===== config.mk =====
export PLATFORM = sky130hd
export DESIGN_NAME = rgb_led_effect_controller
export DESIGN_NICKNAME = d
export VERILOG_FILES = /design/src/design/rgbfx_pkg.sv /design/src/design/rgb_led_effect_controller.sv /design/src/design/rgbfx_ctrl.sv /design/src/design/rgbfx_datapath.sv
export SDC_FILE = /design/constraint.sdc
export NUM_CORES = 1
export LEC_CHECK = 0
export BUFFER_PORTS_ARGS = -buffer_cell sky130_fd_sc_hd__buf_2
export CELL_PAD_IN_SITES_DETAIL_PLACEMENT = 0
export CELL_PAD_IN_SITES_GLOBAL_PLACEMENT = 1
export CORE_MARGIN = 3
export CORE_UTILIZATION = 25
export CTS_CLUSTER_DIAMETER = 60
export DETAILED_ROUTE_END_ITERATION = 16
export MAX_ROUTING_LAYER = met4
export PLACE_DENSITY_LB_ADDON = 0.1
export SLEW_MARGIN = 20
export SYNTH_ARGS = -nofsm -noshare
export SYNTH_HDL_FRONTEND = slang
export SYNTH_SLANG_ARGS = --single-unit

===== constraint.sdc =====
create_clock -name clk -period 7 [get_ports clk]
set_clock_uncertainty 0.1 [all_clocks]
set_input_delay 1.75 -clock clk [delete_from_list [all_inputs] [get_ports clk]]
set_output_delay 1.75 -clock clk [all_outputs]
set_load 0.03 [all_outputs]

===== src/design/rgbfx_pkg.sv =====
`timescale 1ns / 1ps

package rgbfx_pkg;

  localparam int LED_COUNT     = 4;
  localparam int TOP_LEVEL     = 9;
  localparam int WHITE_LEVEL   = 7;
  localparam int RAINBOW_LEVEL = 9;

  localparam int LEVEL_W = 4;
  localparam int HUE_W   = 10;
  localparam int COLOR_W = 8;
  localparam int IDX_W   = 6;

  // Hue distance between neighbouring LEDs in rainbow mode.
  localparam int HUE_STEP  = 768 / LED_COUNT;
  localparam int HUE_CYCLE = 768;

  localparam logic [COLOR_W-1:0] SAT_FULL    = 8'd255;
  localparam logic [COLOR_W-1:0] BRI_DEFAULT = 8'd16;

  localparam int IN_DATA_W  = 24;
  localparam int IN_USER_W  = 3;
  localparam int OUT_DATA_W = 32;

  typedef enum logic [2:0] {
    REQ_TICK     = 3'd0,
    REQ_TOGGLE   = 3'd1,
    REQ_ON       = 3'd2,
    REQ_OFF      = 3'd3,
    REQ_INCREASE = 3'd4,
    REQ_DECREASE = 3'd5,
    REQ_STEP     = 3'd6,
    REQ_SET_BRI  = 3'd7
  } req_t;

  typedef struct packed {
    logic accept;   // input transaction taken: update the effect state
    logic mul1;     // first multiply stage for the current LED
    logic mul2;     // second multiply stage for the current LED
    logic load;     // load the output register and move to the next LED
  } dp_cmd_t;

  typedef struct packed {
    logic refresh;  // the offered event produces a refresh run
    logic last;     // current LED is the final one of the run
  } dp_status_t;

endpackage


===== src/design/rgb_led_effect_controller.sv =====
`timescale 1ns / 1ps

// RGB LED effect controller.
// Input channel s_*: one user event per transaction (tick, toggle, on, off, increase,
// decrease, step, set brightness) with a snapshot of the backlight state. An event is
// taken only while the block is idle; an event that produces no colours leaves it idle.
// Output channel m_*: one colour per LED, LED 0 first, m_tlast set on the last LED.
// A refresh run produces LED_COUNT transactions. Each LED passes through two multiply
// stages and the output register in turn; the next LED starts only once the current
// colour is loaded, and the block returns to idle when the last colour is loaded.
// If m_tready is held low the colour stays in the output register and the run pauses;
// the next event may be taken while the final colour still waits.
// Reset (rst, synchronous) sets level 0, lights off, saturation 255, brightness 16,
// no fading and clears the output valid flag.

module rgb_led_effect_controller (
  input  logic                                  clk,
  input  logic                                  rst,
  input  logic                                  s_tvalid,
  output logic                                  s_tready,
  // brightness_value[7:0], backlight_enable[8], backlight_level[12:9],
  // bl_brightness[20:13], zero pad [23:21]
  input  logic [rgbfx_pkg::IN_DATA_W-1:0]       s_tdata,
  // req_type[2:0]
  input  logic [rgbfx_pkg::IN_USER_W-1:0]       s_tuser,
  output logic                                  m_tvalid,
  input  logic                                  m_tready,
  // led_index[5:0], red[13:6], green[21:14], blue[29:22], zero pad [31:30]
  output logic [rgbfx_pkg::OUT_DATA_W-1:0]      m_tdata,
  output logic                                  m_tlast
);

  rgbfx_pkg::dp_cmd_t    cmd;
  rgbfx_pkg::dp_status_t status;

  rgbfx_ctrl u_ctrl (
    .clk      (clk),
    .rst      (rst),
    .s_tvalid (s_tvalid),
    .s_tready (s_tready),
    .m_tvalid (m_tvalid),
    .m_tready (m_tready),
    .status   (status),
    .cmd      (cmd)
  );

  rgbfx_datapath u_datapath (
    .clk     (clk),
    .rst     (rst),
    .s_tdata (s_tdata),
    .s_tuser (s_tuser),
    .cmd     (cmd),
    .status  (status),
    .m_tdata (m_tdata),
    .m_tlast (m_tlast)
  );

endmodule


===== src/design/rgbfx_ctrl.sv =====
`timescale 1ns / 1ps

module rgbfx_ctrl (
  input  logic                  clk,
  input  logic                  rst,
  input  logic                  s_tvalid,
  output logic                  s_tready,
  output logic                  m_tvalid,
  input  logic                  m_tready,
  input  rgbfx_pkg::dp_status_t status,
  output rgbfx_pkg::dp_cmd_t    cmd
);

  typedef enum logic [3:0] {
    ST_IDLE = 4'b0001,
    ST_MUL1 = 4'b0010,
    ST_MUL2 = 4'b0100,
    ST_EMIT = 4'b1000
  } state_t;

  state_t state;
  state_t state_next;
  logic   out_free;
  logic   m_tvalid_next;

  assign s_tready = (state == ST_IDLE);
  assign out_free = !m_tvalid || m_tready;

  always_comb begin
    state_next = state;
    cmd        = '0;
    unique case (state)
      ST_IDLE: begin
        if (s_tvalid) begin
          cmd.accept = 1'b1;
          if (status.refresh) begin
            state_next = ST_MUL1;
          end
        end
      end
      ST_MUL1: begin
        cmd.mul1   = 1'b1;
        state_next = ST_MUL2;
      end
      ST_MUL2: begin
        cmd.mul2   = 1'b1;
        state_next = ST_EMIT;
      end
      ST_EMIT: begin
        // The result register must be empty, or emptied this cycle, before it is reloaded.
        if (out_free) begin
          cmd.load   = 1'b1;
          state_next = status.last ? ST_IDLE : ST_MUL1;
        end
      end
      default: begin
        state_next = ST_IDLE;
      end
    endcase
  end

  always_comb begin
    m_tvalid_next = m_tvalid;
    if (cmd.load) begin
      m_tvalid_next = 1'b1;
    end else if (m_tready) begin
      m_tvalid_next = 1'b0;
    end
  end

  always_ff @(posedge clk) begin
    if (rst) begin
      state    <= ST_IDLE;
      m_tvalid <= 1'b0;
    end else begin
      state    <= state_next;
      m_tvalid <= m_tvalid_next;
    end
  end

endmodule


===== src/design/rgbfx_datapath.sv =====
`timescale 1ns / 1ps

module rgbfx_datapath (
  input  logic                                 clk,
  input  logic                                 rst,
  input  logic [rgbfx_pkg::IN_DATA_W-1:0]      s_tdata,
  input  logic [rgbfx_pkg::IN_USER_W-1:0]      s_tuser,
  input  rgbfx_pkg::dp_cmd_t                   cmd,
  output rgbfx_pkg::dp_status_t                status,
  output logic [rgbfx_pkg::OUT_DATA_W-1:0]     m_tdata,
  output logic                                 m_tlast
);

  localparam logic [rgbfx_pkg::LEVEL_W-1:0] LVL_TOP =
    rgbfx_pkg::LEVEL_W'(rgbfx_pkg::TOP_LEVEL);
  localparam logic [rgbfx_pkg::LEVEL_W-1:0] LVL_WHITE =
    rgbfx_pkg::LEVEL_W'(rgbfx_pkg::WHITE_LEVEL);
  localparam logic [rgbfx_pkg::LEVEL_W-1:0] LVL_RAINBOW =
    rgbfx_pkg::LEVEL_W'(rgbfx_pkg::RAINBOW_LEVEL);
  localparam logic [rgbfx_pkg::HUE_W-1:0] HUE_INC =
    rgbfx_pkg::HUE_W'(rgbfx_pkg::HUE_STEP);
  localparam logic [rgbfx_pkg::HUE_W:0] HUE_WRAP =
    (rgbfx_pkg::HUE_W + 1)'(rgbfx_pkg::HUE_CYCLE);
  localparam logic [rgbfx_pkg::IDX_W-1:0] IDX_LAST =
    rgbfx_pkg::IDX_W'(rgbfx_pkg::LED_COUNT - 1);

  // Input fields
  logic [7:0] bri_val;
  logic       bl_en;
  logic [3:0] bl_lvl;
  logic [7:0] bl_bri;
  logic [2:0] req;

  // Effect state
  logic [3:0] current_level,    current_level_next;
  logic       lights_enabled,   lights_enabled_next;
  logic [9:0] base_hue,         base_hue_next;
  logic [7:0] color_saturation, color_saturation_next;
  logic [7:0] color_brightness, color_brightness_next;
  logic       fade_active,      fade_active_next;
  logic       rainbow_active,   rainbow_active_next;
  logic [1:0] fade_phase,       fade_phase_next;
  logic [9:0] fade_hue,         fade_hue_next;

  logic       refresh;
  logic       do_apply;
  logic [3:0] apply_lvl;
  logic [1:0] phase_inc;
  logic [10:0] fade_hue_inc;
  logic       bri_from_bl;

  // Per-LED pipeline
  logic [5:0]  led_idx;
  logic [9:0]  hue_ofs;
  logic [10:0] led_hue;
  logic [1:0]  sector;
  logic [1:0]  sector_q;
  logic [1:0]  sector_qq;
  logic [15:0] prod_hs;
  logic [16:0] prod_sb;
  logic [15:0] prod_x;
  logic [7:0]  x_val;
  logic [7:0]  s_val;
  logic [7:0]  sum_xs;
  logic [7:0]  diff_bx;
  logic [7:0]  red_c, green_c, blue_c;

  // Output register
  logic [5:0] out_idx;
  logic [7:0] out_red, out_green, out_blue;
  logic       out_last;

  assign req     = s_tuser;
  assign bri_val = s_tdata[7:0];
  assign bl_en   = s_tdata[8];
  assign bl_lvl  = s_tdata[12:9];
  assign bl_bri  = s_tdata[20:13];

  assign bri_from_bl  = (bl_lvl >= 4'd1) && (bl_lvl <= 4'd3);
  assign phase_inc    = fade_phase + 2'd1;
  assign fade_hue_inc = {1'b0, fade_hue} + 11'd1;

  always_comb begin
    current_level_next    = current_level;
    lights_enabled_next   = lights_enabled;
    base_hue_next         = base_hue;
    color_saturation_next = color_saturation;
    color_brightness_next = color_brightness;
    fade_active_next      = fade_active;
    rainbow_active_next   = rainbow_active;
    fade_phase_next       = fade_phase;
    fade_hue_next         = fade_hue;
    refresh               = 1'b0;
    do_apply              = 1'b0;
    apply_lvl             = current_level;

    unique case (req)
      rgbfx_pkg::REQ_TICK: begin
        if (fade_active) begin
          if (phase_inc > 2'd1) begin
            fade_phase_next = 2'd0;
            base_hue_next   = fade_hue;
            fade_hue_next   = (fade_hue_inc >= HUE_WRAP) ? 10'd0 : fade_hue_inc[9:0];
            refresh         = 1'b1;
          end else begin
            fade_phase_next = phase_inc;
          end
        end
      end
      rgbfx_pkg::REQ_TOGGLE: begin
        do_apply            = 1'b1;
        lights_enabled_next = !lights_enabled;
        apply_lvl           = lights_enabled ? 4'd0 : current_level;
      end
      rgbfx_pkg::REQ_ON: begin
        do_apply            = 1'b1;
        lights_enabled_next = 1'b1;
      end
      rgbfx_pkg::REQ_OFF: begin
        do_apply            = 1'b1;
        lights_enabled_next = 1'b0;
        apply_lvl           = 4'd0;
      end
      rgbfx_pkg::REQ_INCREASE: begin
        do_apply = 1'b1;
        if (current_level < LVL_TOP) begin
          current_level_next  = current_level + 4'd1;
          lights_enabled_next = 1'b1;
          apply_lvl           = current_level + 4'd1;
        end
      end
      rgbfx_pkg::REQ_DECREASE: begin
        do_apply = 1'b1;
        if (current_level != 4'd0) begin
          current_level_next  = current_level - 4'd1;
          lights_enabled_next = (current_level != 4'd1);
          apply_lvl           = current_level - 4'd1;
        end
      end
      rgbfx_pkg::REQ_STEP: begin
        do_apply  = 1'b1;
        apply_lvl = current_level + 4'd1;
        if (apply_lvl > LVL_TOP) begin
          apply_lvl = 4'd0;
        end
        current_level_next  = apply_lvl;
        lights_enabled_next = (apply_lvl != 4'd0);
      end
      rgbfx_pkg::REQ_SET_BRI: begin
        if (lights_enabled) begin
          color_brightness_next = bri_val;
          refresh               = 1'b1;
        end
      end
      default: begin
      end
    endcase

    if (do_apply) begin
      // Level zero blanks; otherwise the backlight may lend its brightness.
      if (apply_lvl == 4'd0) begin
        color_brightness_next = 8'd0;
      end else if (!bl_en) begin
        color_brightness_next = rgbfx_pkg::BRI_DEFAULT;
      end else if (bri_from_bl) begin
        color_brightness_next = bl_bri;
      end

      if (apply_lvl <= LVL_WHITE) begin
        fade_active_next    = 1'b0;
        rainbow_active_next = 1'b0;
        refresh             = 1'b1;
        if (apply_lvl == LVL_WHITE) begin
          color_saturation_next = 8'd0;
        end else if (apply_lvl != 4'd0) begin
          base_hue_next         = {3'(apply_lvl - 4'd1), 7'd0};
          color_saturation_next = rgbfx_pkg::SAT_FULL;
        end
      end else begin
        color_saturation_next = rgbfx_pkg::SAT_FULL;
        fade_active_next      = 1'b1;
        rainbow_active_next   = (apply_lvl >= LVL_RAINBOW);
      end
    end
  end

  assign status.refresh = refresh;
  assign status.last    = (led_idx == IDX_LAST);

  always_ff @(posedge clk) begin
    if (rst) begin
      current_level    <= 4'd0;
      lights_enabled   <= 1'b0;
      base_hue         <= 10'd0;
      color_saturation <= rgbfx_pkg::SAT_FULL;
      color_brightness <= rgbfx_pkg::BRI_DEFAULT;
      fade_active      <= 1'b0;
      rainbow_active   <= 1'b0;
      fade_phase       <= 2'd0;
      fade_hue         <= 10'd0;
    end else if (cmd.accept) begin
      current_level    <= current_level_next;
      lights_enabled   <= lights_enabled_next;
      base_hue         <= base_hue_next;
      color_saturation <= color_saturation_next;
      color_brightness <= color_brightness_next;
      fade_active      <= fade_active_next;
      rainbow_active   <= rainbow_active_next;
      fade_phase       <= fade_phase_next;
      fade_hue         <= fade_hue_next;
    end
  end

  always_ff @(posedge clk) begin
    if (rst) begin
      led_idx <= '0;
      hue_ofs <= '0;
    end else if (cmd.accept) begin
      led_idx <= '0;
      hue_ofs <= '0;
    end else if (cmd.load) begin
      led_idx <= led_idx + 6'd1;
      hue_ofs <= hue_ofs + HUE_INC;
    end
  end

  assign led_hue = {1'b0, base_hue} + (rainbow_active ? {1'b0, hue_ofs} : 11'd0);

  // Colour sector is (hue / 256) mod 3.
  always_comb begin
    case (led_hue[10:8]) inside
      3'd0, 3'd3, 3'd6: sector = 2'd0;
      3'd1, 3'd4, 3'd7: sector = 2'd1;
      default:          sector = 2'd2;
    endcase
  end

  always_ff @(posedge clk) begin
    if (cmd.mul1) begin
      prod_hs  <= {8'd0, led_hue[7:0]} * {8'd0, color_saturation};
      prod_sb  <= {8'd0, (9'd256 - {1'b0, color_saturation})} * {9'd0, color_brightness};
      sector_q <= sector;
    end
    if (cmd.mul2) begin
      x_val     <= prod_x[15:8];
      s_val     <= prod_sb[15:8];
      sector_qq <= sector_q;
    end
  end

  assign prod_x  = {8'd0, prod_hs[15:8]} * {8'd0, color_brightness};
  assign sum_xs  = x_val + s_val;
  assign diff_bx = color_brightness - x_val;

  always_comb begin
    case (sector_qq)
      2'd0: begin
        red_c   = diff_bx;
        green_c = sum_xs;
        blue_c  = s_val;
      end
      2'd1: begin
        red_c   = s_val;
        green_c = diff_bx;
        blue_c  = sum_xs;
      end
      default: begin
        red_c   = sum_xs;
        green_c = s_val;
        blue_c  = diff_bx;
      end
    endcase
  end

  always_ff @(posedge clk) begin
    if (cmd.load) begin
      out_idx   <= led_idx;
      out_red   <= red_c;
      out_green <= green_c;
      out_blue  <= blue_c;
      out_last  <= (led_idx == IDX_LAST);
    end
  end

  assign m_tdata = {2'b00, out_blue, out_green, out_red, out_idx};
  assign m_tlast = out_last;

endmodule


; Word-level counts from Yosys, hierarchy flattened
; Index checks and enable logic that the tools add are counted.
[op_classes]
multipliers = 3
div = 0
bitwise_logic = 0
n_shift = 0
add_sub_neg = 11
magnitude_cmp = 8
mux = 55
n_eq_ne = 26
reduce_logical = 25
[ops]
columns = operator, n
row1 = two-way mux 10 bit, 9
row2 = two-way mux 8 bit, 9
row3 = case mux 8 bit (2 select lines), 3
row4 = multiplier 8 x 8 -> 16 bit, 2
row5 = two-way mux 4 bit, 8
row6 = "equality test 3 bit, second input constant", 7
row7 = case mux 4 bit (5 select lines), 1
row8 = two-way mux 1 bit, 18
row9 = multiplier 9 x 8 -> 16 bit, 1
row10 = case mux 4 bit (4 select lines), 1
row11 = case mux 4 bit (3 select lines), 1
row12 = nonzero test 4 bit, 3
row13 = "adder 10 x 1 -> 11 bit, second input constant", 1
row14 = adder 10 x 11 -> 11 bit, 1
row15 = "greater-or-equal comparator 11 x 10 -> 1 bit, second input constant", 1
row16 = "adder 10 x 8 -> 10 bit, second input constant", 1
row17 = "equality test 3 x 2 -> 1 bit, second input constant", 3
row18 = AND reduction 3 bit, 3
row19 = "subtractor 9 x 8 -> 9 bit, first input constant", 1
row20 = adder 8 bit, 1
row21 = "equality test 4 x 3 -> 1 bit, second input constant", 2
row22 = "!= test 2 x 1 -> 1 bit, second input constant", 4
row23 = AND reduction 4 bit, 2
row24 = subtractor 8 bit, 1
row25 = 37 further kinds, 44
[word_totals]
ramBits = 0
latchBits = 0
in_bits = 31
mem_bits_ro = 0
out_inout_bits = 35
memories = 0
reg_bits = 149

; Logic depth before layout (Yosys ltp)
[logic_depth]
word_depth = 11
ltp_mapped = 19
mapped_depth_nobuf = 19

; Cells and area by module
; A second synthesis with hierarchy kept.
[unflattened]
hier_cells = 1030
hier_area_um2 = 9952.0
[modules_own_cells]
columns = mod, cells_per_inst, area_each_um2, instances
row1 = rgbfx_datapath, 1001, 9681.8, 1
row2 = rgbfx_ctrl, 29, 270.3, 1

; Worst setup path before layout
; No wires, ideal clock.
[synth_path]
path_kind = reg2reg
start = reg u_datapath.hue_ofs[6]
end = reg u_datapath.prod_hs[14], data pin
path_buffers = 0
t_arrival_ps = 4546
path_slack_ps = 2096
period_less_slack_ps = 4904
setup_time_ps = 258
stages_incl_launch_ff = 17
path_cell_list = dfxtp_1 -> and2_1 -> ha_1 -> fa_1 -> nand2_1 -> fa_1 -> fa_1 -> fa_1 -> inv_1 -> fa_1 -> ha_1 -> nor2_1 -> a211o_1 -> o21ai_0 -> o21a_1 -> nor2_1 -> xnor2_1
[synth_between]
elab_chain_len = 3
[synth_lines]
columns = element, line
row1 = start: declaration, rgbfx_datapath.sv:54  ; logic [9:0] hue_ofs;
row2 = start signal: assignment, rgbfx_datapath.sv:223  ; hue_ofs <= hue_ofs + HUE_INC;
row3 = two-way mux 10 bit, rgbfx_datapath.sv:227  ; assign led_hue = {1'b0, base_hue} + (rainbow_active ? {1'b0, hue_ofs} : 11'd0);
row4 = adder 10 x 11 -> 11 bit, rgbfx_datapath.sv:227
row5 = multiplier 8 x 8 -> 16 bit, rgbfx_datapath.sv:240  ; prod_hs <= {8'd0, led_hue[7:0]} * {8'd0, color_saturation};
row6 = end signal: assignment, rgbfx_datapath.sv:240
row7 = end: declaration, rgbfx_datapath.sv:59  ; logic [15:0] prod_hs;
; Every way passes these cells.
; A chain may end at the register's enable or synchronous reset.

; Worst setup path in the final report
; Same ends and word-level chain as after synthesis.

==> reports/qor.yml <==
path_clk_slew_ns: 0.06
htreeDepth: 4
cts_setup_buffers: 0
worst_slew_pin_slew_ns: 0.947
die_area_sq_mm: 0.0430
synth_top_family_by_area: "adder cells"
setup_slack_ns: 1.47
via_count: 7549
synthAdderAreaFrac: 0.249
ys_seq_area_frac: 0.303
wl_per_cell_microns: 15.7
setup_viol: 0
drtIter0Drc: 302
areaGrowthSynthToFinish_pct: 14.8
required_ns: 7.06
vias_per_cell: 4.49
cp.arrival_ns: 5.59
slew_viol_final: 0
max_slew_margin: 0.369
drcViolationCount: 0
cellLeakagePower_nw: 5.17
async_flop_share: 0
cts_buffers: 17
grt_first_pass_wirelength_microns: 43100
p_per_area_mw_per_mm2: 262
finalCritPeriodShare: 0.790
worstSetupPathType: "flip-flop to flip-flop"
ys.flop_type: "edfxtp_1"
fin_crit_ns: 5.53
layout_commonest_cell: "inv_1"
routed_wl_microns: 26400
coreArea_sq_mm: 0.0399
gp_congestion: 0.757
clock_path_buffers: 2
die_height_microns: 207
synth_compound_area_frac: 0.130
endpoint_kind: "flip-flop"
outcome: "complete, no violations"
grt-ovfl-total: 0
setup.worst_path.start_class: "flip-flop"
synth-simple-area-share: 0.177
globalRouteTotalUtil: 0.128
fin_total_pwr_w: 0.00306
syn_area_per_cell_sq_um: 9.21
hold_buffers: 0
antenna_found_initial: 0
drive_gt1_frac: 0.102
netlist-cell-type-count: 73
nets: 1337
ys_ff_latch: 120
hp-class: "flip-flop to flip-flop"
rows: 73
finalHoldViolations: 0
ys_warn_count: 0
io_buffers: 60
fin_setup_tns_ns: 0
syn-instance-count: 1101
postRouteAntennaNets: 0
ir_drop_mv: 0.156
synthMuxAreaShare: 0.0332
post-place-ws_ns: 1.45
hold_slack_ns: 0.316
cts_tree: "yes"
cts.sinks: 120
cts_root_buf: "clkbuf_16"
first_global_vias: 7839
start_util: 0.254
clock.fmax_mhz: 181
grt_setup_unrepaired: "no"
synth_area_sq_mm: 0.0101
synth_edf_count: 67
dp_hpwl_microns: 20300
synth_xor_xnor_area_share: 0.0380
antenna_cells: 0
clock_latency_ns: 0.42
dr.pass1.iters: 4
crit_fanout: 4
die_x_microns: 207
grt_max_degree: 45
cap_violations: 0
final_cell_mix: "inv_1 (132), ha_1 (96), nand2_1 (84), nor2_1 (79), o21ai_0 (71)"
cts_resized: 0
ios: 66
## cells by family after synthesis
group	Yosys count
compound gates	214
xor+xnor	44
fa+ha+maj	162
buf+inv	178
flops	120
mux	32
other cells	1
simple gates	350
## where the power goes
group	internal [W]	leakage [nW]	total, W	switching [W]
logic	0.000499	3.80	0.00117	0.000671
registers	0.000818	1.05	0.000915	0.0000968
clock network	0.000615	0.322	0.000970	0.000355
total	0.00193	5.17	0.00306	0.00112
## flip-flops by register name (all words and copies together), names as in the netlist, 6 cells and up
| signal | cells |
|---|---|
| u_datapath.out_blue | 8 |
| u_datapath.base_hue | 10 |
| u_datapath.out_red | 8 |
| u_datapath.color_brightness | 8 |
| u_datapath.prod_hs | 8 |
| u_datapath.led_idx | 6 |
| u_datapath.x_val | 8 |
| u_datapath.out_green | 8 |
| u_datapath.out_idx | 6 |
| u_datapath.s_val | 8 |
| u_datapath.prod_sb | 8 |
| u_datapath.fade_hue | 10 |
## layout make-up
cell class / instances / area (sq um)
clock buffers: 22 / 529
clock inverters: 10 / 126
fillers: 4208 / 28300
inverters: 132 / 495
multi-input cells: 804 / 6390
flip-flops and latches: 120 / 3070
well taps: 525 / 657
repair buffers: 69 / 375
## synthesized netlist by cell type, types with 13 or more instances
library cell / instances / area [sq um]
inv_1: 132 / 495
ha_1: 96 / 1200
nand2_1: 84 / 315
nor2_1: 79 / 297
o21ai_0: 71 / 355
edfxtp_1: 67 / 2010
fa_1: 66 / 1320
and2_1: 63 / 394
a21oi_1: 56 / 280
dfxtp_1: 53 / 1060
xnor2_1: 33 / 289
clkbuf_1: 32 / 120
nor3_1: 32 / 160
mux2i_1: 28 / 280
nor2b_1: 20 / 125
a31oi_1: 13 / 81.3
## through the flow
stage / util / std cells / cell area [sq um]
finish: 0.292 / 1682 / 11600
detailed placement: 0.275 / 1649 / 11000
CTS: 0.291 / 1681 / 11600
global placement: 0.275 / 1649 / 11000
global route: 0.292 / 1682 / 11600
floorplan: - / 1102 / 10100
## critical path, cell delays in order (launching register included)
cell     delay, ns
dfxtp_1       0.35
and2_1        0.18
ha_1          0.20
fa_1          0.57
nand2_1       0.20
fa_1          0.64
fa_1          0.47
fa_1          0.56
inv_1         0.06
fa_1          0.49
ha_1          0.33
nor2_1        0.05
a211o_1       0.31
o21ai_0       0.44
o21a_1        0.17
nor2_1        0.04
xnor2_1       0.11
## path summary, 6_finish.rpt
| kind | from | end | slack (ns) | cells past startpoint |
|---|---|---|---|---|
| max reg2reg | u_datapath.hue_ofs[6] | u_datapath.prod_hs[14] | 1.47 | 16 |
| max | u_datapath.hue_ofs[6] | u_datapath.prod_hs[14] | 1.47 | 16 |
| min reg2reg | u_datapath.sector_q[1] | u_datapath.sector_qq[1] | 0.32 | 0 |
| min | u_datapath.sector_q[1] | u_datapath.sector_qq[1] | 0.32 | 0 |
## metal layers
metal | track usage | share of wire | routed length (microns) | vias up
met5 | - | 0 | 0 | -
met4 | 0.0239 | 0.0059 | 156 | 0
met1 | 0.174 | 0.51 | 13400 | 3598
li1 | - | - | - | 3855
met2 | 0.204 | 0.46 | 12200 | 87
met3 | 0.0210 | 0.023 | 599 | 9
Note: power is estimated with default switching activity, not from simulation.
